**src/rtl/core/stack_machine_executor_top_macros.svh**
```systemverilog
// ----------------------------------------------------------------------------
// Stack machine executor assertion macros
// Shorthand for clocked implication checks used at the end of the top level.
// ----------------------------------------------------------------------------
`ifndef STACK_MACHINE_EXECUTOR_TOP_MACROS_SVH
`define STACK_MACHINE_EXECUTOR_TOP_MACROS_SVH

// same-cycle implication
`define SMX_ASSERT_IMP(label, ante, cons, msg) \
  label: assert property (@(posedge clk) disable iff (!rst_n) (ante) |-> (cons)) \
    else $error(msg);

// next-cycle implication
`define SMX_ASSERT_NXT(label, ante, cons, msg) \
  label: assert property (@(posedge clk) disable iff (!rst_n) (ante) |=> (cons)) \
    else $error(msg);

`endif

```
**src/rtl/core/smx_pkg.sv**
```systemverilog
// ----------------------------------------------------------------------------
// Stack machine executor package
// Opcodes, operation numbers and shared arithmetic unit types.
// ----------------------------------------------------------------------------
package smx_pkg;

  localparam int EXT_W  = 34;
  localparam int WIDE_W = 66;

  localparam logic [3:0] OP_LIT = 4'd1;
  localparam logic [3:0] OP_OPR = 4'd2;
  localparam logic [3:0] OP_LOD = 4'd3;
  localparam logic [3:0] OP_STO = 4'd4;
  localparam logic [3:0] OP_CAL = 4'd5;
  localparam logic [3:0] OP_INC = 4'd6;
  localparam logic [3:0] OP_JMP = 4'd7;
  localparam logic [3:0] OP_JPC = 4'd8;
  localparam logic [3:0] OP_SYS = 4'd9;

  localparam logic signed [31:0] OPR_RET = 32'sd0;
  localparam logic signed [31:0] OPR_NEG = 32'sd1;
  localparam logic signed [31:0] OPR_ADD = 32'sd2;
  localparam logic signed [31:0] OPR_SUB = 32'sd3;
  localparam logic signed [31:0] OPR_MUL = 32'sd4;
  localparam logic signed [31:0] OPR_DIV = 32'sd5;
  localparam logic signed [31:0] OPR_ODD = 32'sd6;
  localparam logic signed [31:0] OPR_MOD = 32'sd7;
  localparam logic signed [31:0] OPR_EQL = 32'sd8;
  localparam logic signed [31:0] OPR_NEQ = 32'sd9;
  localparam logic signed [31:0] OPR_LSS = 32'sd10;
  localparam logic signed [31:0] OPR_LEQ = 32'sd11;
  localparam logic signed [31:0] OPR_GTR = 32'sd12;
  localparam logic signed [31:0] OPR_GEQ = 32'sd13;

  localparam logic signed [31:0] SYS_PRINT = 32'sd1;
  localparam logic signed [31:0] SYS_READ  = 32'sd2;
  localparam logic signed [31:0] SYS_HALT  = 32'sd3;

  localparam logic [16:0] CODE_SPAN = 17'd65536;

  typedef enum logic [1:0] {
    AR_MUL = 2'd0,
    AR_DIV = 2'd1,
    AR_MOD = 2'd2
  } arith_op_t;

  typedef struct packed {
    logic      start;
    arith_op_t op;
  } arith_req_t;

  typedef struct packed {
    logic done;
    logic dz;
  } arith_sts_t;

endpackage

```
**src/rtl/core/smx_arith.sv**
```systemverilog
// ----------------------------------------------------------------------------
// Stack machine executor arithmetic unit
// Radix-2 shift-add multiplier and restoring signed divider, one bit a cycle.
// ----------------------------------------------------------------------------
module smx_arith #(
  parameter int WORD_BITS = 32
) (
  input  logic                   clk,
  input  logic                   rst_n,
  input  smx_pkg::arith_req_t    req,
  input  logic [WORD_BITS-1:0]   opa,
  input  logic [WORD_BITS-1:0]   opb,
  output smx_pkg::arith_sts_t    sts,
  output logic [WORD_BITS-1:0]   res
);

  localparam int CW = $clog2(WORD_BITS + 1);

  logic                  busy_r;
  logic                  done_r;
  logic [CW-1:0]         cnt_r;
  smx_pkg::arith_op_t    op_r;
  logic [WORD_BITS-1:0]  acc_r;
  logic [WORD_BITS-1:0]  qa_r;
  logic [WORD_BITS-1:0]  qb_r;
  logic                  negq_r;
  logic                  negr_r;
  logic                  dz_r;
  logic [WORD_BITS:0]    sh_w;
  logic [WORD_BITS:0]    diff_w;
  logic                  ge_w;
  logic [WORD_BITS-1:0]  ua_w;
  logic [WORD_BITS-1:0]  ub_w;

  always_comb begin
    sh_w   = {acc_r, qa_r[WORD_BITS-1]};
    diff_w = sh_w - {1'b0, qb_r};
    ge_w   = sh_w >= {1'b0, qb_r};
    ua_w   = opa[WORD_BITS-1] ? ('0 - opa) : opa;
    ub_w   = opb[WORD_BITS-1] ? ('0 - opb) : opb;
  end

  always_ff @(posedge clk) begin
    if (!rst_n) begin
      busy_r <= 1'b0;
      done_r <= 1'b0;
      cnt_r  <= '0;
    end else begin
      done_r <= 1'b0;
      if (req.start) begin
        busy_r <= 1'b1;
        cnt_r  <= CW'(WORD_BITS);
      end else if (busy_r) begin
        cnt_r <= cnt_r - CW'(1);
        if (cnt_r == CW'(1)) begin
          busy_r <= 1'b0;
          done_r <= 1'b1;
        end
      end
    end
  end

  always_ff @(posedge clk) begin
    if (req.start) begin
      op_r  <= req.op;
      acc_r <= '0;
      if (req.op == smx_pkg::AR_MUL) begin
        qa_r <= opa;
        qb_r <= opb;
      end else begin
        qa_r <= ua_w;
        qb_r <= ub_w;
      end
      negq_r <= opa[WORD_BITS-1] ^ opb[WORD_BITS-1];
      negr_r <= opa[WORD_BITS-1];
      dz_r   <= (req.op != smx_pkg::AR_MUL) && (opb == '0);
    end else if (busy_r) begin
      if (op_r == smx_pkg::AR_MUL) begin
        if (qb_r[0]) begin
          acc_r <= acc_r + qa_r;
        end
        qa_r <= {qa_r[WORD_BITS-2:0], 1'b0};
        qb_r <= {1'b0, qb_r[WORD_BITS-1:1]};
      end else begin
        if (ge_w) begin
          acc_r <= diff_w[WORD_BITS-1:0];
          qa_r  <= {qa_r[WORD_BITS-2:0], 1'b1};
        end else begin
          acc_r <= sh_w[WORD_BITS-1:0];
          qa_r  <= {qa_r[WORD_BITS-2:0], 1'b0};
        end
      end
    end
  end

  always_comb begin
    if (dz_r) begin
      res = '0;
    end else begin
      case (op_r)
        smx_pkg::AR_MUL: res = acc_r;
        smx_pkg::AR_DIV: res = negq_r ? ('0 - qa_r) : qa_r;
        default:         res = negr_r ? ('0 - acc_r) : acc_r;
      endcase
    end
  end

  assign sts.done = done_r;
  assign sts.dz   = dz_r;

endmodule

```
**config.mk**
```make
export PLATFORM = sky130hd
export DESIGN_NAME = smx_arith
export DESIGN_NICKNAME = d
export VERILOG_FILES = /design/src/rtl/core/stack_machine_executor_top_macros.svh /design/src/rtl/core/smx_pkg.sv /design/src/rtl/core/smx_arith.sv
export SDC_FILE = /design/constraint.sdc
export NUM_CORES = 1
export LEC_CHECK = 0
export BUFFER_PORTS_ARGS = -buffer_cell sky130_fd_sc_hd__buf_2
export CORE_MARGIN = 5
export CORE_UTILIZATION = 61
export DETAILED_ROUTE_END_ITERATION = 10
export PLACE_DENSITY = 0.82
export SYNTH_ARGS = -nofsm -noshare
export SYNTH_HDL_FRONTEND = slang
export SYNTH_SLANG_ARGS = --single-unit
export TNS_END_PERCENT = 100
```
**constraint.sdc**
```tcl
create_clock -name clk -period 5.45 [get_ports clk]
set_input_delay 1.09 -clock clk [delete_from_list [all_inputs] [get_ports clk]]
set_output_delay 1.09 -clock clk [all_outputs]
set_load 0.05 [all_outputs]
```
==> results.sh <==
export IMPL_syn_inst=1528
export IMPL_dp_cells=1797
export IMPL_routed_via_count=11600
export IMPL_startpoint="qa_r[10]$_DFFE_PP_"
export IMPL_syn_area_sq_um=11400
export IMPL_grt_max_degree=68
export IMPL_cts_tree="done"
export IMPL_yosys_warnings=0
export IMPL_drt_iter0_drc=1141
export IMPL_diodes=0
export IMPL_coreArea_sq_um=18500
export IMPL_crit_path_end="res[27]"
export IMPL_grt_use_total_pct=28.8
export IMPL_dp_slack_ns=0.474
export IMPL_routed_wl_um=32200
export IMPL_end_kind="primary output"
export IMPL_dpl_hpwl_um=24500
export IMPL_cpMostUsedCell="or4_4"
export IMPL_max_slew_margin_pct=19.8
export IMPL_fin_ws_ns=0.114
export IMPL_power_density_nw_per_um2=270
export IMPL_synth_edf_count=69
export IMPL_clkSlewWorstSetupHoldPaths_ns=0.08
export IMPL_place_congestion=0.964
export IMPL_drv_cap=0
export IMPL_area_growth_syn_to_layout_pct=9.00
export IMPL_slowest_stage="or4_4"
export IMPL_nets=1729
export IMPL_cp_cell_sequence="or4_4 > or3_4 > or2_1 > or3_4 > or4_4 > or4_4 > o21ai_0 > xnor2_1 > a221oi_1 > nor2_1 > buf_2"
export IMPL_clk_latency_ns=0.37
export IMPL_hold_violations=0
export IMPL_ys_async_sr_fraction_pct=0
export IMPL_ys_ff_latch=109
export IMPL_syn_nets=1668
export IMPL_cts_buffer_depth=2
export IMPL_max_stage_delay_ns=0.57
export IMPL_cp_max_fo=5
export IMPL_seq_area_frac_synth_pct=25.3
export IMPL_start_kind="flop"
export IMPL_io_pins=103
export IMPL_post_drt_wl_per_cell_um=17.6
export IMPL_final_cells=1828
export IMPL_dr_pass1_iters=6
export IMPL_die_w_um=147
export IMPL_initial_utilization_pct=61.4
export IMPL_ant_nets=0
export IMPL_ir_worst_vdd_mv=0.195
export IMPL_drive_gt1_share_pct=10.9
export IMPL_synth_ff_type="edfxtp_1"
export IMPL_vias_per_cell=6.36
export IMPL_p_leak_uw=0.00514
export IMPL_finalPower_uw=3340
export IMPL_fin_crit_ns=5.34
export IMPL_status="finished, final reports clean"
export IMPL_grt_antenna_before_repair=0
export IMPL_root_buffer="clkbuf_16"
export IMPL_min_path_type="flop to flop"
export IMPL_fin_skew_ns=0.0106
export IMPL_grt_pass1_vias=10900
export IMPL_reg2reg_from="acc_r[17]$_SDFFE_PP0P_"
export IMPL_r2r_end="acc_r[26]$_SDFFE_PP0P_"
export IMPL_cts_buffers=9
export IMPL_drv_slew=0
export IMPL_grt_pass1_wl_um=51900
export IMPL_hold_buffers=0
export IMPL_synth_distinct_cells=72
export IMPL_dieArea_sq_um=21500
export IMPL_r2r_cells=10
export IMPL_die_h_um=147
export IMPL_cts_htree_levels=3
export IMPL_holdWs_ns=0.508
export IMPL_period_share_pct=97.9
export IMPL_worst_pin_slew_ns=1.19
export IMPL_clock_fmax_mhz=187
export IMPL_cp_required_ns=4.36
export IMPL_worst_endpoint_arrival_ns=4.25
export IMPL_final_util_pct=66.9
export IMPL_crit_type="flop to primary output"
export IMPL_gr_total_overflow=0
export IMPL_rows=50
export IMPL_cts_sinks=109
export IMPL_setup_viol=0
export IMPL_syn_avg_cell_area_sq_um=7.44
export IMPL_drc=0
export IMPL_r2r_slack_ns=1.53
export IMPL_io_buffers=102
cells in the final DEF (no fill, tap or decap), types with 52 or more instances in the layout:
cell type / n
edfxtp_1: 69
o21ai_0: 87
xnor2_1: 86
nand2_1: 131
inv_1: 82
ha_1: 69
buf_2: 98
a21oi_1: 223
nor2_1: 189
xor2_1: 52
cell type report:
class | instances | area [sq um]
Tap cell | 234 | 293
Inverter | 82 | 308
Multi-Input combinational cell | 1257 | 7910
Timing Repair Buffer | 130 | 731
Clock buffer | 10 | 229
Fill cell | 1671 | 6130
Clock inverter | 6 | 45.0
Sequential cell | 109 | 2870
critical path, delay by kind of cell, from the launching register on:
kind                      cells  cell delay (ns)
and+or+nand+nor               7             2.51
AOI/OAI and AO/OA             2             0.56
DFF                           1             0.45
buffers and inverters         1             0.23
xor gates and xnor gates      1             0.13
routing by layer:
metal	GRT usage (%)	vias to the layer above	wire length, um	part of all wire [%]
met2	51.3	409	15900	49
met5	0	-	0	0
met4	10.9	0	1160	3.6
met1	36.0	5437	13300	41
met3	3.01	87	1800	5.6
li1	-	5701	-	-
worst min-delay path by stage:
stage / from / end / slack [ns] / cells after the start
6_report: cnt_r[1]$_SDFFE_PP0P_ / cnt_r[1]$_SDFFE_PP0P_ / 0.51 / 2
5_1_grt: cnt_r[1]$_SDFFE_PP0P_ / cnt_r[1]$_SDFFE_PP0P_ / 0.53 / 2
4_1_cts: cnt_r[1]$_SDFFE_PP0P_ / cnt_r[1]$_SDFFE_PP0P_ / 0.51 / 2
3_5_place_dp: cnt_r[1]$_SDFFE_PP0P_ / cnt_r[1]$_SDFFE_PP0P_ / 0.50 / 2
3_3_place_gp: cnt_r[1]$_SDFFE_PP0P_ / cnt_r[1]$_SDFFE_PP0P_ / 0.48 / 2
2_1_floorplan: cnt_r[1]$_SDFFE_PP0P_ / cnt_r[1]$_SDFFE_PP0P_ / 0.46 / 2
registers in the layout, summed over array words and instances (netlist names):
| signal | flops |
|---|---|
| acc_r | 32 |
| busy_r | 1 |
| cnt_r | 6 |
| done_r | 1 |
| dz_r | 1 |
| negq_r | 1 |
| negr_r | 1 |
| op_r | 2 |
| qa_r | 32 |
| qb_r | 32 |
synth_stat cells, types with 11 or more instances:
cell,instances,area share [%]
a211oi_1,24,1.6
a21o_1,20,1.3
a21oi_1,223,9.8
a31oi_1,21,1.2
clkbuf_1,72,2.4
dfxtp_1,40,7.0
edfxtp_1,69,18
ha_1,69,7.6
inv_1,82,2.7
mux2i_1,11,0.97
nand2_1,131,4.3
nand2b_1,14,0.77
nand3_1,25,1.1
nor2_1,190,6.3
nor2b_1,17,0.94
nor3_1,33,1.5
o211ai_1,12,0.79
o21a_1,13,0.86
o21ai_0,87,3.8
o22ai_1,13,0.72
o31ai_1,36,2.4
or3_1,11,0.61
or4_1,14,0.92
xnor2_1,86,6.6
xor2_1,52,4.0
cells by family after synthesis:
logic type | synth area share (%)
compound gates | 28.5
simple gates | 21.1
flops | 25.3
buf+inv | 5.42
mux | 1.07
fa+ha+maj | 7.95
xor+xnor | 10.6
per-stage QoR:
step	TNS, ns	instance area, sq um
after detailed placement	0	12000
after global routing	-0.0105	12400
after CTS	0	12300
after global placement	0	12000
final	0	12400
after floorplan	0	11400
power breakdown:
group	internal, uW	switching (uW)	total (uW)
Sequential	980	139	1120
Clock	316	350	666
Combinational	604	954	1560
repair_timing:
action,in CTS,in global routing
setup endpoints to repair,0,4
gates resized for setup,0,6
setup buffers,0,15
Power figures use the tool's default switching activity.
